[src/rtl/q8pi_pkg.sv]
package q8pi_pkg;

    // request kinds
    typedef enum logic {
        REQ_UPDATE = 1'b0,
        REQ_CLEAR  = 1'b1
    } t_req_kind;

    // configuration register indexes
    typedef enum logic [2:0] {
        CFG_PROP_GAIN        = 3'd0,
        CFG_INT_GAIN         = 3'd1,
        CFG_INTEGRAL_FLOOR   = 3'd2,
        CFG_INTEGRAL_CEILING = 3'd3,
        CFG_DRIVE_FLOOR      = 3'd4,
        CFG_DRIVE_CEILING    = 3'd5
    } t_cfg_idx;

    localparam int CFG_IDX_W  = 3;
    localparam int CFG_DATA_W = 24;

    localparam logic signed [15:0] PROP_GAIN_RST        = 16'sd0;
    localparam logic signed [15:0] INT_GAIN_RST         = 16'sd0;
    localparam logic signed [23:0] INTEGRAL_FLOOR_RST   = 24'sh800000;
    localparam logic signed [23:0] INTEGRAL_CEILING_RST = 24'sh7FFFFF;
    localparam logic signed [15:0] DRIVE_FLOOR_RST      = 16'sd0;
    localparam logic signed [15:0] DRIVE_CEILING_RST    = 16'sh7FFF;

    typedef struct packed {
        t_req_kind          req_type;
        logic signed [15:0] target_speed;
        logic signed [15:0] measured_speed;
        logic signed [15:0] feed_forward;
    } t_req;

    typedef struct packed {
        logic signed [15:0] drive;
        logic signed [23:0] integral_now;
        logic               integration_held;
    } t_res;

    typedef struct packed {
        logic signed [15:0] kp;
        logic signed [15:0] ki;
        logic signed [23:0] ifl;
        logic signed [23:0] ice;
        logic signed [15:0] dfl;
        logic signed [15:0] dce;
    } t_cfg;

    // products stage output
    typedef struct packed {
        t_req_kind          req_type;
        logic signed [15:0] ff;
        logic signed [16:0] err;
        logic signed [32:0] kp_err;
        logic signed [32:0] ki_err;
    } t_prod;

    // divide by 256, truncating toward zero
    function automatic logic signed [33:0] f_div256(input logic signed [41:0] v);
        logic signed [41:0] adj;
        adj = v + (v[41] ? 42'sd255 : 42'sd0);
        return $signed(adj[41:8]);
    endfunction

endpackage

[src/rtl/q8pi_front.sv]
module q8pi_front import q8pi_pkg::*; (
    input  logic  i_clk,
    input  logic  i_rst_n,
    input  t_cfg  i_cfg,
    input  logic  i_valid,
    input  t_req  i_req,
    output logic  o_ready,
    output logic  o_p_valid,
    output t_prod o_p,
    input  logic  i_p_ready
);

    logic               r_in_valid;
    t_req               r_in;
    logic               r_p_valid;
    t_prod              r_p;
    t_prod              n_p;
    logic               move_in;
    logic signed [16:0] err;

    assign move_in = r_in_valid && (!r_p_valid || i_p_ready);
    assign o_ready = !r_in_valid || move_in;

    // error and the two state-independent products
    always_comb begin
        err = 17'(r_in.target_speed) - 17'(r_in.measured_speed);
        n_p.req_type = r_in.req_type;
        n_p.ff       = r_in.feed_forward;
        n_p.err      = err;
        n_p.kp_err   = i_cfg.kp * err;
        n_p.ki_err   = i_cfg.ki * err;
    end

    always_ff @(posedge i_clk) begin
        if (!i_rst_n) begin
            r_in_valid <= 1'b0;
            r_p_valid  <= 1'b0;
        end else begin
            if (o_ready) begin
                r_in_valid <= i_valid;
            end
            if (move_in) begin
                r_p_valid <= 1'b1;
            end else if (i_p_ready) begin
                r_p_valid <= 1'b0;
            end
        end
    end

    always_ff @(posedge i_clk) begin
        if (o_ready && i_valid) begin
            r_in <= i_req;
        end
        if (move_in) begin
            r_p <= n_p;
        end
    end

    assign o_p_valid = r_p_valid;
    assign o_p       = r_p;

endmodule

[config.mk]
export PLATFORM = sky130hd
export DESIGN_NAME = q8pi_front
export DESIGN_NICKNAME = d
export VERILOG_FILES = /design/src/rtl/q8pi_pkg.sv /design/src/rtl/q8pi_front.sv
export SDC_FILE = /design/constraint.sdc
export NUM_CORES = 2
export LEC_CHECK = 0
export CAP_MARGIN = 20
export CORE_MARGIN = 4
export CORE_UTILIZATION = 55
export CTS_BUF_LIST = sky130_fd_sc_hd__clkbuf_16
export DETAILED_ROUTE_END_ITERATION = 7
export DONT_BUFFER_PORTS = 1
export PLACE_DENSITY = 0.72
export SETUP_SLACK_MARGIN = 0.05
export SYNTH_ARGS = -nofsm -noshare
export SYNTH_HDL_FRONTEND = slang
export SYNTH_SLANG_ARGS = --single-unit
[constraint.sdc]
create_clock -name i_clk -period 7.7 [get_ports i_clk]
set_input_delay 1.54 -clock i_clk [delete_from_list [all_inputs] [get_ports i_clk]]
set_output_delay 1.54 -clock i_clk [all_outputs]
set_load 0.05 [all_outputs]
==> flow_metrics.py <==
metrics = {
    "cells_and_area": {
        "layout-drive-gt1-share_pct": 17.3,
        "final_util_pct": 64.6,
        "final_area_um2": 30100,
        "num-fill-cells": 3592,
        "syn_to_final_growth_pct": 16.0,
        "seqCellArea_um2": 4510,
        "layout_commonest_cell": "inv_1",
        "multi_input_area_um2": 19500,
        "nets": 3664,
        "layout_common_cells": "inv_1 (623), fa_1 (534), nand2_1 (287)",
    },
    "synthesis": {
        "syn_nets": 3471,
        "yosysTopAreaCell": "fa_1",
        "yosysSeqAreaShare_pct": 17.4,
        "synth_top_area_share_pct": 42.7,
        "syn_inst": 2569,
        "synth_seq_cells": 151,
        "synth.distinct_cells": 65,
        "yosysWarnings": 0,
        "async_flop_share_pct": 0,
        "netlist_area_um2": 25900,
        "syn_avg_cell_area_um2": 10.1,
        "synth_ff_type": "edfxtp_1",
        "synth.area.top_cells": "fa_1 (43%), edfxtp_1 (17%), inv_1 (9.3%), ha_1 (8.9%), and2_1 (4.8%)",
        "synth-edff-count": 149,
    },
    "timing": {
        "setup_tns_ns": -6.64,
        "hold_viol": 0,
        "setup_viol": 24,
        "max_slew_margin_pct": 45.5,
        "period_minus_slack_ns": 8.22,
        "fmax_ghz": 0.122,
        "timing.final.crit_share_pct": 107,
        "slew_viol_final": 0,
        "worstMarginPinSlew_ns": 0.817,
        "clock_skew_ns": 0.0321,
        "setup_slack_ns": -0.516,
        "rsz0062_at_grt": "true",
    },
    "grt": {
        "grt_max_degree": 56,
        "grt_util_met2_pct": 42.9,
        "grt_pass1_wl_mm": 99.9,
        "gr-usage-met1_pct": 31.9,
        "gr-max-usage-layer": "met2",
        "globalRouteMet3Util_pct": 4.69,
        "antenna_found_initial": 1,
        "grt.overflow.total": 0,
        "grt_usage_pct": 25.0,
        "grt_pass1_vias": 20100,
    },
    "floorplanning": {
        "num_rows": 79,
        "die_w_um": 225,
        "die_y_um": 225,
        "die_area_um2": 50700,
        "start_util_pct": 55.7,
        "io_pins": 267,
        "core_um2": 46600,
    },
    "detailed_routing": {
        "wl_per_cell_um": 17.9,
        "drtPass1Iterations": 5,
        "viasPerCell": 5.34,
        "wl_mm": 60.4,
        "drc": 0,
        "first_iter_violations": 1124,
        "ant_nets": 0,
        "vias": 18100,
    },
    "place": {
        "gp_congestion": 0.919,
        "portBuffers": 0,
        "placed_area_um2": 28300,
        "hpwlAfterDp_mm": 47.9,
        "dp_slack_ns": -0.832,
    },
    "worst_setup_path": {
        "reg2reg_slack_ns": -0.52,
        "reg2reg_depth": 34,
        "slowest_stage": "fa_1",
        "worstPathRequired_ns": 7.93,
        "critical_path_peak_fanout": 7,
        "crit_top_cell": "fa_1",
        "cp-start-kind": "flop",
        "worstSetupPathType": "reg -> reg",
        "crit_start": "r_in[17]",
        "crit_end": "o_p[58]",
        "reg2reg_to": "o_p[58]",
        "slowest_delay_ns": 0.56,
        "endpoint_kind": "flop",
        "rr_startpoint": "r_in[17]",
        "worstPathArrival_ns": 8.45,
    },
    "cts": {
        "clockBufferDepth": 2,
        "htree_levels": 4,
        "cts_tree": "done",
        "clk_pin_slew_ns": 0.07,
        "clock-sinks": 151,
        "clockRootBuffer": "clkbuf_16",
        "numCtsBuffers": 17,
        "clkLatencyLatePin_ns": 0.50,
        "holdBufCountCts": 0,
    },
    "run_status": {
        "outcome": "finished with violations",
        "violations": "setup timing",
    },
    "hold_path": {
        "hp-class": "reg -> reg",
    },
    "flow_run": {
        "max-cap-violations": 0,
    },
}
per-layer routing:
layer  part of all wire [%]  vias to the layer above
met1                     38                     9279
met4                    3.7                        0
li1                       -                     8031
met2                     51                      629
met5                      0                        -
met3                    7.1                      138
worst min path at each step:
stage                       start      end  slack, ns  cells after the start
final                     n_p[92]  o_p[92]       0.42                      0
after global routing      n_p[85]  o_p[85]       0.43                      0
after CTS                 n_p[92]  o_p[92]       0.42                      0
after detailed placement  n_p[92]  o_p[92]       0.40                      0
after global placement    n_p[96]  o_p[96]       0.40                      0
after floorplan           n_p[83]  o_p[83]       0.40                      0
registers in the layout (all words and copies together), names as in the netlist:
name,cells
n_p,17
o_p,100
o_p_valid,1
r_in,32
r_in_valid,1
worst max-delay path: cells and delay by family (launching register included):
family / cells / cell delay (ns)
DFF: 1 / 0.42
and+or+nand+nor: 4 / 0.48
xor gates and xnor gates: 2 / 0.35
AOI/OAI and AO/OA: 12 / 2.12
adders and majority gates: 8 / 3.68
buffers and inverters: 8 / 0.91
metrics by stage:
step	hold WS (ns)	instances
2_1_floorplan	0.400	2569
3_3_place_gp	0.401	3300
3_5_place_dp	0.405	3300
4_1_cts	0.421	3354
5_1_grt	0.429	3382
6_report	0.421	3385
cells by family after synthesis:
family,after synthesis,synth area share (%)
adders and majority gates,737,51.6
and+or+nand+nor,690,13.1
buffers and inverters,740,10.8
AOI/OAI and AO/OA,165,4.20
xor gates and xnor gates,84,2.84
DFF,151,17.4
muxes,2,0.0868
final cells by class:
cell class / count / share of cell area [%]
Antenna cell: 3 / 0.0250
Clock buffer: 17 / 1.41
Clock inverter: 15 / 0.457
Inverter: 644 / 8.03
Multi-Input combinational cell: 1678 / 64.9
Sequential cell: 151 / 15.0
Tap cell: 607 / 2.52
Timing Repair Buffer: 270 / 7.69
Yosys cell counts (10+ instances only):
cell type and n:
a21o_1 19, o21ai_0 23, o21a_1 10, nor2b_1 55, clkbuf_1 91, fa_1 553, and2_1 198, and3_1 18
a21oi_1 57, nand2b_1 13, nor3_1 12, edfxtp_1 149, xor2_1 17, nand3_1 15, nand2_1 300, xnor2_1 67
inv_1 644, ha_1 184, nor2_1 58
what timing repair did:
action,4_1_cts,5_1_grt
gates resized for setup,82,114
endpoints found under the setup margin,27,33
pin swaps,41,75
gates cloned,1,2
setup buffers,23,30
Power is not shown: default switching activity piles up to over one toggle a cycle in this logic, so the estimate is an artifact.
