$ cat config.mk
export PLATFORM = sky130hd
export DESIGN_NAME = q8pi_update
export DESIGN_NICKNAME = d
export VERILOG_FILES = /design/src/rtl/q8pi_pkg.sv /design/src/rtl/q8pi_update.sv
export SDC_FILE = /design/constraint.sdc
export NUM_CORES = 2
export LEC_CHECK = 0
export BUFFER_PORTS_ARGS = -buffer_cell sky130_fd_sc_hd__buf_2
export CORE_MARGIN = 2
export CORE_UTILIZATION = 30
export CTS_CLUSTER_DIAMETER = 50
export DETAILED_ROUTE_END_ITERATION = 16
export MAX_ROUTING_LAYER = met4
export SLEW_MARGIN = 20
export SYNTH_ARGS = -nofsm -noshare
export SYNTH_HDL_FRONTEND = slang
export SYNTH_SLANG_ARGS = --single-unit
export TNS_END_PERCENT = 20
$ cat constraint.sdc
create_clock -name i_clk -period 50.4 [get_ports i_clk]
set_input_delay 5.04 -clock i_clk [delete_from_list [all_inputs] [get_ports i_clk]]
set_output_delay 5.04 -clock i_clk [all_outputs]
set_load 0.01 [all_outputs]
$ cat src/rtl/q8pi_pkg.sv
package q8pi_pkg;

    // request kinds
    typedef enum logic {
        REQ_UPDATE = 1'b0,
        REQ_CLEAR  = 1'b1
    } t_req_kind;

    // configuration register indexes
    typedef enum logic [2:0] {
        CFG_PROP_GAIN        = 3'd0,
        CFG_INT_GAIN         = 3'd1,
        CFG_INTEGRAL_FLOOR   = 3'd2,
        CFG_INTEGRAL_CEILING = 3'd3,
        CFG_DRIVE_FLOOR      = 3'd4,
        CFG_DRIVE_CEILING    = 3'd5
    } t_cfg_idx;

    localparam int CFG_IDX_W  = 3;
    localparam int CFG_DATA_W = 24;

    localparam logic signed [15:0] PROP_GAIN_RST        = 16'sd0;
    localparam logic signed [15:0] INT_GAIN_RST         = 16'sd0;
    localparam logic signed [23:0] INTEGRAL_FLOOR_RST   = 24'sh800000;
    localparam logic signed [23:0] INTEGRAL_CEILING_RST = 24'sh7FFFFF;
    localparam logic signed [15:0] DRIVE_FLOOR_RST      = 16'sd0;
    localparam logic signed [15:0] DRIVE_CEILING_RST    = 16'sh7FFF;

    typedef struct packed {
        t_req_kind          req_type;
        logic signed [15:0] target_speed;
        logic signed [15:0] measured_speed;
        logic signed [15:0] feed_forward;
    } t_req;

    typedef struct packed {
        logic signed [15:0] drive;
        logic signed [23:0] integral_now;
        logic               integration_held;
    } t_res;

    typedef struct packed {
        logic signed [15:0] kp;
        logic signed [15:0] ki;
        logic signed [23:0] ifl;
        logic signed [23:0] ice;
        logic signed [15:0] dfl;
        logic signed [15:0] dce;
    } t_cfg;

    // products stage output
    typedef struct packed {
        t_req_kind          req_type;
        logic signed [15:0] ff;
        logic signed [16:0] err;
        logic signed [32:0] kp_err;
        logic signed [32:0] ki_err;
    } t_prod;

    // divide by 256, truncating toward zero
    function automatic logic signed [33:0] f_div256(input logic signed [41:0] v);
        logic signed [41:0] adj;
        adj = v + (v[41] ? 42'sd255 : 42'sd0);
        return $signed(adj[41:8]);
    endfunction

endpackage

$ cat src/rtl/q8pi_update.sv
module q8pi_update import q8pi_pkg::*; (
    input  logic  i_clk,
    input  logic  i_rst_n,
    input  t_cfg  i_cfg,
    input  logic  i_p_valid,
    input  t_prod i_p,
    output logic  o_p_ready,
    output logic  o_res_valid,
    output t_res  o_res,
    input  logic  i_res_ready
);

    logic signed [23:0] r_es;
    logic signed [23:0] n_es;
    logic signed [39:0] r_ki_es;
    logic signed [39:0] n_ki_es;
    logic signed [39:0] r_ki_ifl;
    logic signed [39:0] r_ki_ice;
    logic               r_res_valid;
    t_res               r_res;
    t_res               n_res;

    logic               is_clear;
    logic               take;
    logic signed [24:0] cand_sum;
    logic               below;
    logic               above;
    logic signed [23:0] cand;
    logic signed [40:0] ki_cand;
    logic signed [41:0] sum_new;
    logic signed [41:0] sum_old;
    logic signed [34:0] raw_new;
    logic signed [34:0] raw_old;
    logic signed [34:0] raw_sel;
    logic               held;
    logic signed [15:0] drive;

    assign is_clear  = (i_p.req_type == REQ_CLEAR);
    assign o_p_ready = is_clear || !r_res_valid || i_res_ready;
    assign take      = i_p_valid && o_p_ready;

    always_comb begin
        // candidate integral, floor tested first
        cand_sum = 25'(r_es) + 25'(i_p.err);
        below    = cand_sum < 25'(i_cfg.ifl);
        above    = cand_sum > 25'(i_cfg.ice);
        cand     = below ? i_cfg.ifl : (above ? i_cfg.ice : cand_sum[23:0]);

        // ki * candidate from stored products, no multiply in the loop
        if (below) begin
            ki_cand = 41'(r_ki_ifl);
        end else if (above) begin
            ki_cand = 41'(r_ki_ice);
        end else begin
            ki_cand = 41'(r_ki_es) + 41'(i_p.ki_err);
        end

        sum_new = 42'(i_p.kp_err) + 42'(ki_cand);
        sum_old = 42'(i_p.kp_err) + 42'(r_ki_es);
        raw_new = 35'(i_p.ff) + 35'(f_div256(sum_new));
        raw_old = 35'(i_p.ff) + 35'(f_div256(sum_old));

        held = ((raw_new > 35'(i_cfg.dce)) && (i_p.err > 17'sd0))
            || ((raw_new < 35'(i_cfg.dfl)) && (i_p.err < 17'sd0));
        raw_sel = held ? raw_old : raw_new;

        if (raw_sel < 35'(i_cfg.dfl)) begin
            drive = i_cfg.dfl;
        end else if (raw_sel > 35'(i_cfg.dce)) begin
            drive = i_cfg.dce;
        end else begin
            drive = raw_sel[15:0];
        end

        n_res.drive            = drive;
        n_res.integral_now     = held ? r_es : cand;
        n_res.integration_held = held;

        // idle cycles keep ki * integral in step with the gain register
        n_es    = r_es;
        n_ki_es = i_cfg.ki * r_es;
        if (take) begin
            if (is_clear) begin
                n_es    = '0;
                n_ki_es = '0;
            end else if (!held) begin
                n_es    = cand;
                n_ki_es = ki_cand[39:0];
            end
        end
    end

    always_ff @(posedge i_clk) begin
        if (!i_rst_n) begin
            r_es        <= '0;
            r_ki_es     <= '0;
            r_res_valid <= 1'b0;
        end else begin
            r_es    <= n_es;
            r_ki_es <= n_ki_es;
            if (take && !is_clear) begin
                r_res_valid <= 1'b1;
            end else if (i_res_ready) begin
                r_res_valid <= 1'b0;
            end
        end
    end

    always_ff @(posedge i_clk) begin
        r_ki_ifl <= i_cfg.ki * i_cfg.ifl;
        r_ki_ice <= i_cfg.ki * i_cfg.ice;
        if (take && !is_clear) begin
            r_res <= n_res;
        end
    end

    assign o_res_valid = r_res_valid;
    assign o_res       = r_res;

endmodule

==> results by group <==
Setup path
  – CP Data Required Time: roughly 51 ns
  – Critical path endpoint category: register
  – CP Class: input pin to register
  – CP Launch Type: input pin
  – Buf+Inv Stages, Crit Path: 7
  – CP Data Arrival Time: 24.15 ns
  – R2R Setup Slk: 30.62 ns
  – Slowest cell on the critical path: a2111oi_0
  – Worst r2r src: r_es[2]$_SDFFE_PN0P_
  – Worst R2R End: o_res[25]$_DFFE_PP_
  – Worst Reg-to-Reg Cells: 74
  – Family with the most delay on the worst path: compound AO/OA/AOI/OAI gates
  – CP max FO: 61
  – Crit-path max cell delay: 0.76 ns

STA
  – Pins over their slew limit: 0
  – Worst slew pin tran: 1.111 ns
  – Final min period: 23.83 ns
  – Fin. Hold Viols: 0
  – Max frequency: 0.04196 GHz
  – Ratio of final minimum period to clock period: 47.29%
  – Setup-failing EPs final: 0
  – Worst slew margin: ~26%
  – RSZ-0062 raised after global routing: no
  – Hold WS: 0.6395 ns
  – Clock skew: 0.01956 ns
  – Setup TNS: 0 ns

Min path
  – Hold Crit Class: register to register
  – Hold Crit Endpoint: r_ki_es[30]$_SDFF_PN0_
  – Hold Startpoint: r_ki_ifl[30]$_DFF_P_
  – Hold path depth: 2

Outcome
  – Status: complete, no violations

Global route
  – Initial antenna violation count: 75
  – Vias in the first global route: 56350
  – Met3 Use GR: 3.840%
  – GRT Max-Usage Layer: met2
  – GRT Util Overall: between 20 and 25%
  – Met1 Track Usage GR: about a quarter
  – Largest net degree at the start of global routing: 74
  – Met2 Track Usage GR: 33.09%
  – First-pass GRT wire length: 333900 microns
  – GR Overflow Total: 0

Layout
  – Fillers: 22410
  – Area delta synth->final: 8.027%
  – Multi-input gate area: 54110 sq um
  – FF+latch area: 4134 sq um
  – Fin nets: just under 10000
  – Core Util, Final: 32.51%
  – Share of cells above drive strength 1: 6.113%
  – Final instance area: 69560 sq um

Placed design
  – Area after DPL: 68770 sq um
  – IO buf count: 242
  – Routability cong.: 0.9739
  – Post-DP HPWL: 182500 microns

Logic synthesis
  – Post-synth EDFFs: 41
  – Biggest area consumer among synthesized cells: fa_1
  – Distinct cells, synth: 95
  – FF+latch count, synth: 186
  – Syn Nets: 9584
  – Sequential area share after synthesis: 6.420%
  – Synth async-reset ratio: 0%
  – Syn Area/Cell: 8.542 sq um
  – Synthesized netlist cell count: 7538
  – Post-synth top flop: dfxtp_1
  – Yosys warning count: 0
  – Largest cells by area after synthesis: fa_1 (35%), ha_1 (14%), inv_1 (7.9%), nand2_1 (5.6%), dfxtp_1 (4.5%)
  – Post-synth top area share: 35.07%
  – Synthesized area: 64390 sq um

Floorplanning
  – Die height: 467.3 microns
  – Die area: 218400 sq um
  – Width of the chip: 467.3 microns
  – I/O pin cnt: 259
  – Core Box Area: between 200000 and 250000 sq um
  – Initial Utilization: 30.09%
  – Cell row count: 170

CTS
  – Cts bufs inserted: 17
  – Clk buf depth: 2
  – CTS resizes: 0
  – CTS tree: done
  – CTS sink cnt: 186
  – Clk root buf: clkbuf_16
  – Clock transition at path regs: around 0.10 ns
  – # hold bufs at CTS: 0
  – Post-CTS Setup Bufs: 0
  – H-tree levels: 4
  – Worst-skew pair later-pin latency: roughly 0.55 ns

Routing
  – Routed Wire Length: approximately 220000 microns
  – DR vias/cell: 5.104
  – DR iter-0 viols: 4107
  – Wire per inst: 20.79 microns
  – Vias: 53610
  – Final ANT Viol Nets: 0
  – Pre-antenna DRT Iters: 6
  – DRC: 0

Flow run
  – Max-Cap Viols: 0
cells in the mapped netlist (10+ instances only):
master        n
mux2i_1      53
and4_1       11
o31a_1       15
a22o_1       21
nor3b_1      11
a31o_2       14
buf_1        13
ha_1        702
and3_1       39
nor4_1       18
nor3_1       93
clkbuf_1    275
nor2b_1      73
o21bai_1     52
xor2_1      108
a21oi_1     361
fa_1       1128
nand2b_1     50
inv_1      1358
nand4_1      66
a21o_1      179
a22oi_1      18
a211oi_1     47
nand2_1     963
a2111oi_0    12
o211ai_1     30
and2_1      432
or2_2        21
o22ai_1      22
dfxtp_1     145
a211o_1      13
o31ai_1      27
xnor2_1     235
o21ai_0     231
o21a_1       67
or3_1        21
a31oi_1      50
mux2_2       23
edfxtp_1     41
nand3b_1     10
a21boi_0     12
nor2_1      243
nand3_1      81
worst max path at each step:
stage | endpoint | start | slack, ns | cells after the start
floorplan | o_res[30]$_DFFE_PP_ | i_p[66] | 29.08 | 77
global placement | o_res[25]$_DFFE_PP_ | i_p[66] | 26.48 | 75
detailed placement | o_res[25]$_DFFE_PP_ | i_p[66] | 26.19 | 75
CTS | o_res[25]$_DFFE_PP_ | i_p[66] | 26.73 | 75
global route | o_res[25]$_DFFE_PP_ | i_p[66] | 25.37 | 75
finish | o_res[25]$_DFFE_PP_ | i_p[66] | 26.57 | 76
cell usage in the layout, fill, tap and decap left out, drive strengths merged, types with 23 or more instances in the layout:
cell type  count
o211ai        30
nand4         66
o21bai        53
ha           702
xnor2        235
a31oi         50
edfxtp        41
diode         57
mux2i         53
o21ai        231
a21oi        362
and3          40
buf          330
o21a          67
fa          1128
nor3          93
nand3         81
nand2        963
a21o         180
inv         1365
a211oi        50
nand2b        50
nor2         244
o31ai         28
mux2          23
nor2b         73
xor2         108
and2         433
dfxtp        145
layer usage:
metal	part of all wire, %	vias to the layer above
li1	-	24410
met1	42	27040
met2	46	1828
met3	7.8	335
met4	4.5	0
met5	0	-
state kept, by name (all words and copies together) (netlist names):
signal	count
o_res	41
r_ki_es	40
r_ki_ice	40
r_ki_ifl	40
r_es	24
o_res_valid	1
cells by family (layout without fill, tap and decap cells):
logic type      count (synthesis)  after routing  share of synthesized area, %
simple gates                 2176           2176                         16.45
fa+ha+maj                    1830           1830                         48.71
buf+inv                      1652           1721                         9.640
compound gates               1275           1275                         12.89
xor+xnor                      343            343                         4.665
flops                         186            186                         6.420
mux                            76             76                         1.226
other cells                     0             57                             0
worst min-delay path, cell delays in order (launching register included):
cell and delay [ns]:
dfxtp_1 0.32, o32a_1 0.16, a22o_1 0.13
cell type report:
class                           instances  area share (%)
Antenna cell                           57          0.2051
Clock inverter                         14          0.2860
Clock buffer                           18          0.6475
Timing Repair Buffer                  330           2.687
Multi-Input combinational cell       5700           77.79
Sequential cell                       186           5.943
Tap cell                             2838           5.105
Inverter                             1359           7.333
metrics by stage:
step | instances | worst slack [ns]
floorplan | 7538 | 29.08
detailed placement | 10410 | 26.19
global route | 10490 | 25.37
global placement | 10410 | 26.48
finish | 10500 | 26.57
CTS | 10450 | 26.73
Power is not shown: default switching activity piles up to over one toggle a cycle in this logic, so the estimate is an artifact.
