### config.mk
export PLATFORM = sky130hd
export DESIGN_NAME = q8pi_cfg
export DESIGN_NICKNAME = d
export VERILOG_FILES = /design/src/rtl/q8pi_pkg.sv /design/src/rtl/q8pi_cfg.sv
export SDC_FILE = /design/constraint.sdc
export NUM_CORES = 1
export LEC_CHECK = 0
export ABC_CLOCK_PERIOD_IN_PS = 2500
export BUFFER_PORTS_ARGS = -buffer_cell sky130_fd_sc_hd__buf_2
export CORE_ASPECT_RATIO = 1.2
export CORE_MARGIN = 2
export CORE_UTILIZATION = 30
export CTS_CLUSTER_DIAMETER = 80
export DETAILED_ROUTE_END_ITERATION = 16
export GPL_ROUTABILITY_DRIVEN = 0
export HOLD_SLACK_MARGIN = 0.12
export PLACE_DENSITY = 0.5
export SLEW_MARGIN = 25
export SYNTH_ARGS = -nofsm -noshare
export SYNTH_HDL_FRONTEND = slang
export SYNTH_SLANG_ARGS = --single-unit
### constraint.sdc
create_clock -name i_clk -period 2.5 [get_ports i_clk]
set_clock_uncertainty 0.05 [all_clocks]
set_input_delay 0.25 -clock i_clk [delete_from_list [all_inputs] [get_ports i_clk]]
set_output_delay 0.25 -clock i_clk [all_outputs]
set_load 0.02 [all_outputs]
### src/rtl/q8pi_pkg.sv
package q8pi_pkg;

    // request kinds
    typedef enum logic {
        REQ_UPDATE = 1'b0,
        REQ_CLEAR  = 1'b1
    } t_req_kind;

    // configuration register indexes
    typedef enum logic [2:0] {
        CFG_PROP_GAIN        = 3'd0,
        CFG_INT_GAIN         = 3'd1,
        CFG_INTEGRAL_FLOOR   = 3'd2,
        CFG_INTEGRAL_CEILING = 3'd3,
        CFG_DRIVE_FLOOR      = 3'd4,
        CFG_DRIVE_CEILING    = 3'd5
    } t_cfg_idx;

    localparam int CFG_IDX_W  = 3;
    localparam int CFG_DATA_W = 24;

    localparam logic signed [15:0] PROP_GAIN_RST        = 16'sd0;
    localparam logic signed [15:0] INT_GAIN_RST         = 16'sd0;
    localparam logic signed [23:0] INTEGRAL_FLOOR_RST   = 24'sh800000;
    localparam logic signed [23:0] INTEGRAL_CEILING_RST = 24'sh7FFFFF;
    localparam logic signed [15:0] DRIVE_FLOOR_RST      = 16'sd0;
    localparam logic signed [15:0] DRIVE_CEILING_RST    = 16'sh7FFF;

    typedef struct packed {
        t_req_kind          req_type;
        logic signed [15:0] target_speed;
        logic signed [15:0] measured_speed;
        logic signed [15:0] feed_forward;
    } t_req;

    typedef struct packed {
        logic signed [15:0] drive;
        logic signed [23:0] integral_now;
        logic               integration_held;
    } t_res;

    typedef struct packed {
        logic signed [15:0] kp;
        logic signed [15:0] ki;
        logic signed [23:0] ifl;
        logic signed [23:0] ice;
        logic signed [15:0] dfl;
        logic signed [15:0] dce;
    } t_cfg;

    // products stage output
    typedef struct packed {
        t_req_kind          req_type;
        logic signed [15:0] ff;
        logic signed [16:0] err;
        logic signed [32:0] kp_err;
        logic signed [32:0] ki_err;
    } t_prod;

    // divide by 256, truncating toward zero
    function automatic logic signed [33:0] f_div256(input logic signed [41:0] v);
        logic signed [41:0] adj;
        adj = v + (v[41] ? 42'sd255 : 42'sd0);
        return $signed(adj[41:8]);
    endfunction

endpackage

### src/rtl/q8pi_cfg.sv
module q8pi_cfg import q8pi_pkg::*; (
    input  logic                  i_clk,
    input  logic                  i_rst_n,
    input  logic                  i_we,
    input  logic [CFG_IDX_W-1:0]  i_idx,
    input  logic [CFG_DATA_W-1:0] i_wdata,
    output t_cfg                  o_cfg
);

    t_cfg r_cfg;
    t_cfg n_cfg;

    always_comb begin
        n_cfg = r_cfg;
        if (i_we) begin
            case (i_idx)
                CFG_PROP_GAIN:        n_cfg.kp  = $signed(i_wdata[15:0]);
                CFG_INT_GAIN:         n_cfg.ki  = $signed(i_wdata[15:0]);
                CFG_INTEGRAL_FLOOR:   n_cfg.ifl = $signed(i_wdata[23:0]);
                CFG_INTEGRAL_CEILING: n_cfg.ice = $signed(i_wdata[23:0]);
                CFG_DRIVE_FLOOR:      n_cfg.dfl = $signed(i_wdata[15:0]);
                CFG_DRIVE_CEILING:    n_cfg.dce = $signed(i_wdata[15:0]);
                default:              n_cfg = r_cfg;
            endcase
        end
    end

    always_ff @(posedge i_clk) begin
        if (!i_rst_n) begin
            r_cfg.kp  <= PROP_GAIN_RST;
            r_cfg.ki  <= INT_GAIN_RST;
            r_cfg.ifl <= INTEGRAL_FLOOR_RST;
            r_cfg.ice <= INTEGRAL_CEILING_RST;
            r_cfg.dfl <= DRIVE_FLOOR_RST;
            r_cfg.dce <= DRIVE_CEILING_RST;
        end else begin
            r_cfg <= n_cfg;
        end
    end

    assign o_cfg = r_cfg;

endmodule

==> results.yml, run 1 <==
status:
  outcome: "completed"
finish:
  nets: 586
  drive_gt1_share_pct: 29.6
  postLayoutCoreUtil_pct: 39.0
  area_growth_pct: 28.1
  final_cell_mix: "buf_2 (140), mux2i_1 (112), dfxtp_1 (112), nand2_1 (97), nor2b_1 (63)"
  fillers: 1458
  n_antenna_cell: 0
  largest_register_ffs: 112
  final_common_cell: "buf_2"
route:
  drt_iter0_drc: 109
  detail_route.wl_per_cell_um: 15.3
  drc: 0
  dr.pass1.iters: 4
  vias: 3227
  drt_wl_total_um: 11200
  vias_per_cell: 4.38
  ant_nets: 0
critical_path:
  worst_ep_arrival_time_ps: 1560
  crit_type: "in2reg"
  cp.required_ps: 2650
  r2r_start: "o_cfg[11]"
  start_kind: "primary input"
  path_max_fanout: 16
  worstRegToRegCells: 2
  end_kind: "flop"
  r2r_slack_ps: 1810
  timing.rr.end: "o_cfg[11]"
synth:
  yosys.area_share.adder_pct: 0
  netlist_area_mm2: 0.00435
  synth_cells: 421
  synth_top_family_by_area: "multiplexers"
  synthesis.nets: 451
  synth_cell_type_count: 15
  syn_area_per_cell_um2: 10.3
  synth_compound_area_share_pct: 0
  synthXorXnorAreaFrac_pct: 0
  synth_simple_gate_area_share_pct: 18.9
  ys_seq_area_share_pct: 51.6
  yosysWarnings: 0
  yosys_register_bits: 112
  synthMuxAreaShare_pct: 25.8
sta:
  finalSetupViolCount: 0
  fin_setup_tns_ps: 0
  fin_crit_ps: 1420
  whs_ps: 134
  worst_pin_slew_ps: 906
  slew_violations: 0
  relSlewSlack_pct: 39.6
  final.period_utilization_pct: 56.7
  rsz0062_at_grt: "no"
  hold_viol: 0
  max_freq_ghz: 0.706
  fin_ws_ps: 1080
floorplanning:
  io_pins: 142
  die_w_um: 114
  core_area_mm2: 0.0143
  rows: 48
  die_height_um: 136
  die_area_mm2: 0.0155
  initial_core_util_pct: 30.4
grt:
  antenna_found_initial: 0
  grt_start_max_net_pins: 87
  grt_remaining_overflow: 0
  grt_pass1_wl_um: 17300
  track_usage_pct: 14.7
  grt_pass1_vias: 3160
clock_network:
  clkLatencyLatePin_ps: 350
  numCtsBuffers: 9
  cts_num_sinks: 112
  clk_pin_slew_ps: 70
  cts-root-buf: "clkbuf_16"
  cts_tree: "yes"
  post_cts_buffers: 0
  clockBufferDepth: 2
  htree_levels: 3
power:
  p_leak_nw: 2.55
  ir_drop_v: 0.000342
  power.density_mw_per_mm2: 651
min_path:
  hold_path_class: "in2reg"
  hold-path-endpoint: "o_cfg[47]"
  min_from: "i_wdata[15]"
  holdPathStages: 3
job:
  drv_cap: 0
placed_design:
  port_buffers: 141
  dpl.hpwl_um: 8110
  place_ws_ps: 689
-- cell families (layout without fill, tap and decap cells) --
group                  after synthesis  after routing
buffers and inverters               31            171
DFF                                112            112
muxes                              112            112
and+or+nand+nor                    166            166
-- per-layer routing --
metal	vias up	global-route usage, %	part of all wire [%]
met1	1491	19.8	47
li1	1643	-	-
met4	0	7.52	2.6
met2	77	22.6	46
met5	-	0	0
met3	16	2.50	4.2
-- cell usage after synthesis, drive strengths merged --
| library cell | instances | area, µm² |
|---|---|---|
| nand4bb | 1 | 11.3 |
| nand2 | 97 | 364 |
| nand4b | 1 | 8.76 |
| dfxtp | 112 | 2240 |
| nor2b | 63 | 394 |
| or4b | 1 | 10.0 |
| buf | 16 | 109 |
| and4bb | 1 | 12.5 |
| nor4bb | 1 | 10.0 |
| clkbuf | 15 | 56.3 |
| and4b | 1 | 10.0 |
| mux2i | 112 | 1120 |
-- worst max-delay path by stage --
stage                  start          to  cells after the start
floorplan           i_idx[1]  o_cfg[111]                      4
global placement    i_idx[0]  o_cfg[101]                      3
detailed placement  i_idx[0]  o_cfg[111]                      3
CTS                 i_idx[0]  o_cfg[111]                      3
global route        i_idx[0]   o_cfg[99]                      3
finish              i_idx[0]   o_cfg[96]                      3
-- power breakdown --
group	switching [mW]	total, mW	internal (mW)
clock	0.648	1.48	0.829
sequential	0.0201	1.84	1.82
combinational	0.188	0.309	0.121
-- metrics by stage --
step | cell area (µm²) | power (mW) | cells
6_report | 5570 | 3.63 | 736
5_1_grt | 5570 | 3.78 | 736
4_1_cts | 5570 | 3.68 | 736
3_5_place_dp | 5180 | 2.19 | 712
3_3_place_gp | 5180 | 2.18 | 712
2_1_floorplan | 4350 | 2.07 | 421
-- repair_timing --
action | CTS | global route
hold endpoints to repair | 13 | 0
hold buffers | 8 | 0
resized for setup | 0 | 0
-- cell type report --
cell class	instances	area, µm²	area share, %
clock buffers	11	253	4.54
flip-flops and latches	112	2240	40.2
well taps	175	219	3.93
repair buffers	155	846	15.2
multi-input cells	278	1960	35.1
clock inverters	5	55.1	0.988
-- critical path, stage by stage --
cell,delay (ps)
buf_2,140
or4b_1,930
mux2i_1,230
Power figures use the tool's default switching activity.
==> run 2: changes to the inputs <==
--- a/config.mk
+++ b/config.mk
@@ -5,7 +5,7 @@
 export SDC_FILE = /design/constraint.sdc
 export NUM_CORES = 1
 export LEC_CHECK = 0
-export ABC_CLOCK_PERIOD_IN_PS = 2500
+export ABC_CLOCK_PERIOD_IN_PS = 1400
 export BUFFER_PORTS_ARGS = -buffer_cell sky130_fd_sc_hd__buf_2
 export CORE_ASPECT_RATIO = 1.2
 export CORE_MARGIN = 2
==> constraint.sdc (replaced) <==
create_clock -name i_clk -period 1.4 [get_ports i_clk]
set_clock_uncertainty 0.05 [all_clocks]
set_input_delay 0.14 -clock i_clk [delete_from_list [all_inputs] [get_ports i_clk]]
set_output_delay 0.14 -clock i_clk [all_outputs]
set_load 0.02 [all_outputs]
==> run 2 against run 1 <==
  * Die area unchanged
  * Critical endpoint is now o_cfg[102]
  * Utilization increased by 1.8 points
  * Final cell count increased by 3.1%
  * Clock power increased by 69%
  * Critical path depth increased by 2
  * Critical path type unchanged
  * Sequential share of layout area decreased by 1.8 points
  * Worst hold slack improved by 150 ps
==> results.yml, run 2 (synthesized netlist as in run 1, its figures left out) <==
status:
  outcome: "completed"
sta:
  rsz0062_at_grt: "no"
  final.period_utilization_pct: 94.8
  fin_ws_ps: 72.9
  slew_violations: 0
  max_freq_ghz: 0.754
  fin_setup_tns_ps: 0
  hold_viol: 0
  relSlewSlack_pct: 78.6
  finalSetupViolCount: 0
  worst_pin_slew_ps: 321
  fin_crit_ps: 1330
critical_path:
  start_kind: "primary input"
  cp.required_ps: 1630
  crit_type: "in2reg"
  end_kind: "flop"
  worst_ep_arrival_time_ps: 1560
  path_max_fanout: 83
grt:
  grt_pass1_vias: 3400
  track_usage_pct: 14.7
  grt_remaining_overflow: 0
  grt_start_max_net_pins: 84
  antenna_found_initial: 0
  grt_pass1_wl_um: 17700
power:
  p_seq_share_pct: 51.3
  clkPwrFrac_pct: 39.1
  ir_drop_v: 0.000574
  power.density_mw_per_mm2: 1100
  p_leak_nw: 2.66
  p_sw_mw: 1.65
  internal_power_mw: 4.76
  comb_power_share_pct: 9.6
  p_total_mw: 6.41
  switching_share_pct: 25.7
finish:
  drive_gt1_share_pct: 29.5
  area_growth_pct: 34.1
  postLayoutCoreUtil_pct: 40.8
  n_antenna_cell: 0
  fin_cells: 759
  nets: 609
  seqCellArea_mm2: 0.00224
  final_common_cell: "buf_2"
  fillers: 1418
  multiInputGateArea_mm2: 0.00196
  final_cell_mix: "buf_2 (140), mux2i_1 (112), dfxtp_1 (112), nand2_1 (97), nor2b_1 (63)"
  largest_register_ffs: 112
clock_network:
  numCtsBuffers: 9
  clk_pin_slew_ps: 80
  clockBufferDepth: 2
  cts_tree: "yes"
  cts-root-buf: "clkbuf_16"
  cts_num_sinks: 112
  htree_levels: 3
  post_cts_resized: 0
  clkLatencyLatePin_ps: 340
route:
  detail_route.wl_per_cell_um: 15.0
  vias_per_cell: 4.41
  drt_wl_total_um: 11400
  ant_nets: 0
  drc: 0
  drt_iter0_drc: 120
  dr.pass1.iters: 6
  vias: 3345
floorplanning:
  core_area_mm2: 0.0143
  io_pins: 142
  die_area_mm2: 0.0155
  die_height_um: 136
  initial_core_util_pct: 30.4
  die_w_um: 114
  rows: 48
placed_design:
  place_inst: 718
  place_ws_ps: 35.5
  port_buffers: 141
  dpl.hpwl_um: 8260
min_path:
  hold_path_class: "in2reg"
job:
  drv_cap: 0
==> run 2: cell types whose count changed in the layout (fill, tap and decap cells not counted), moves of 2 or more <==
cell | before | now
buf_12 | 1 | 6
dlygate4sd3_1 | 8 | 25
inv_8 | 0 | 2
clkinv_2 | 2 | 0
clkbuf_8 | 2 | 0
==> run 2: critical path: stages <==
cell,delay [ps]
dlygate4sd3_1,530
buf_4,150
buf_12,280
nand2_1,220
mux2i_1,180
==> run 2: worst paths after layout <==
path                      to  depth (start not counted)  slack (ps)       from
hold / removal     o_cfg[58]                          4         280   i_idx[0]
setup / recovery  o_cfg[102]                          5          70    i_rst_n
setup reg to reg   o_cfg[98]                          2         710  o_cfg[98]
hold reg to reg    o_cfg[85]                          2         410  o_cfg[85]
==> run 2: power by group through the flow <==
stage	clock network (mW)	registers [mW]	logic, mW
detailed placement	0	3.37	0.564
global route	2.67	3.30	0.666
CTS	2.59	3.29	0.621
global placement	0	3.37	0.556
floorplan	0	3.45	0.254
finish	2.50	3.29	0.614
==> run 2: what timing repair did <==
| item | CTS | global route |
|---|---|---|
| hold endpoints to repair | 55 | 0 |
| setup buffers | 0 | 0 |
| hold buffers | 25 | 0 |
==> run 2: stage by stage <==
stage | hold slack (ps) | instance area, µm²
final | 283 | 5830
after global routing | 290 | 5830
after CTS | 273 | 5830
after detailed placement | 360 | 5290
after global placement | 353 | 5290
after floorplan | 232 | 4350
==> run 2: final cells by class <==
type	count	area share, %
Timing Repair Buffer	178	19.3
Clock inverter	7	1.07
Tap cell	175	3.76
Sequential cell	112	38.5
Clock buffer	9	3.86
Multi-Input combinational cell	278	33.6
==> run 2: metal layers <==
layer	routed length, µm	global-route usage (%)	vias up
met4	203	5.56	0
met1	5530	19.6	1562
met2	5260	23.5	73
li1	-	-	1696
met3	406	3.03	14
met5	0	0	-
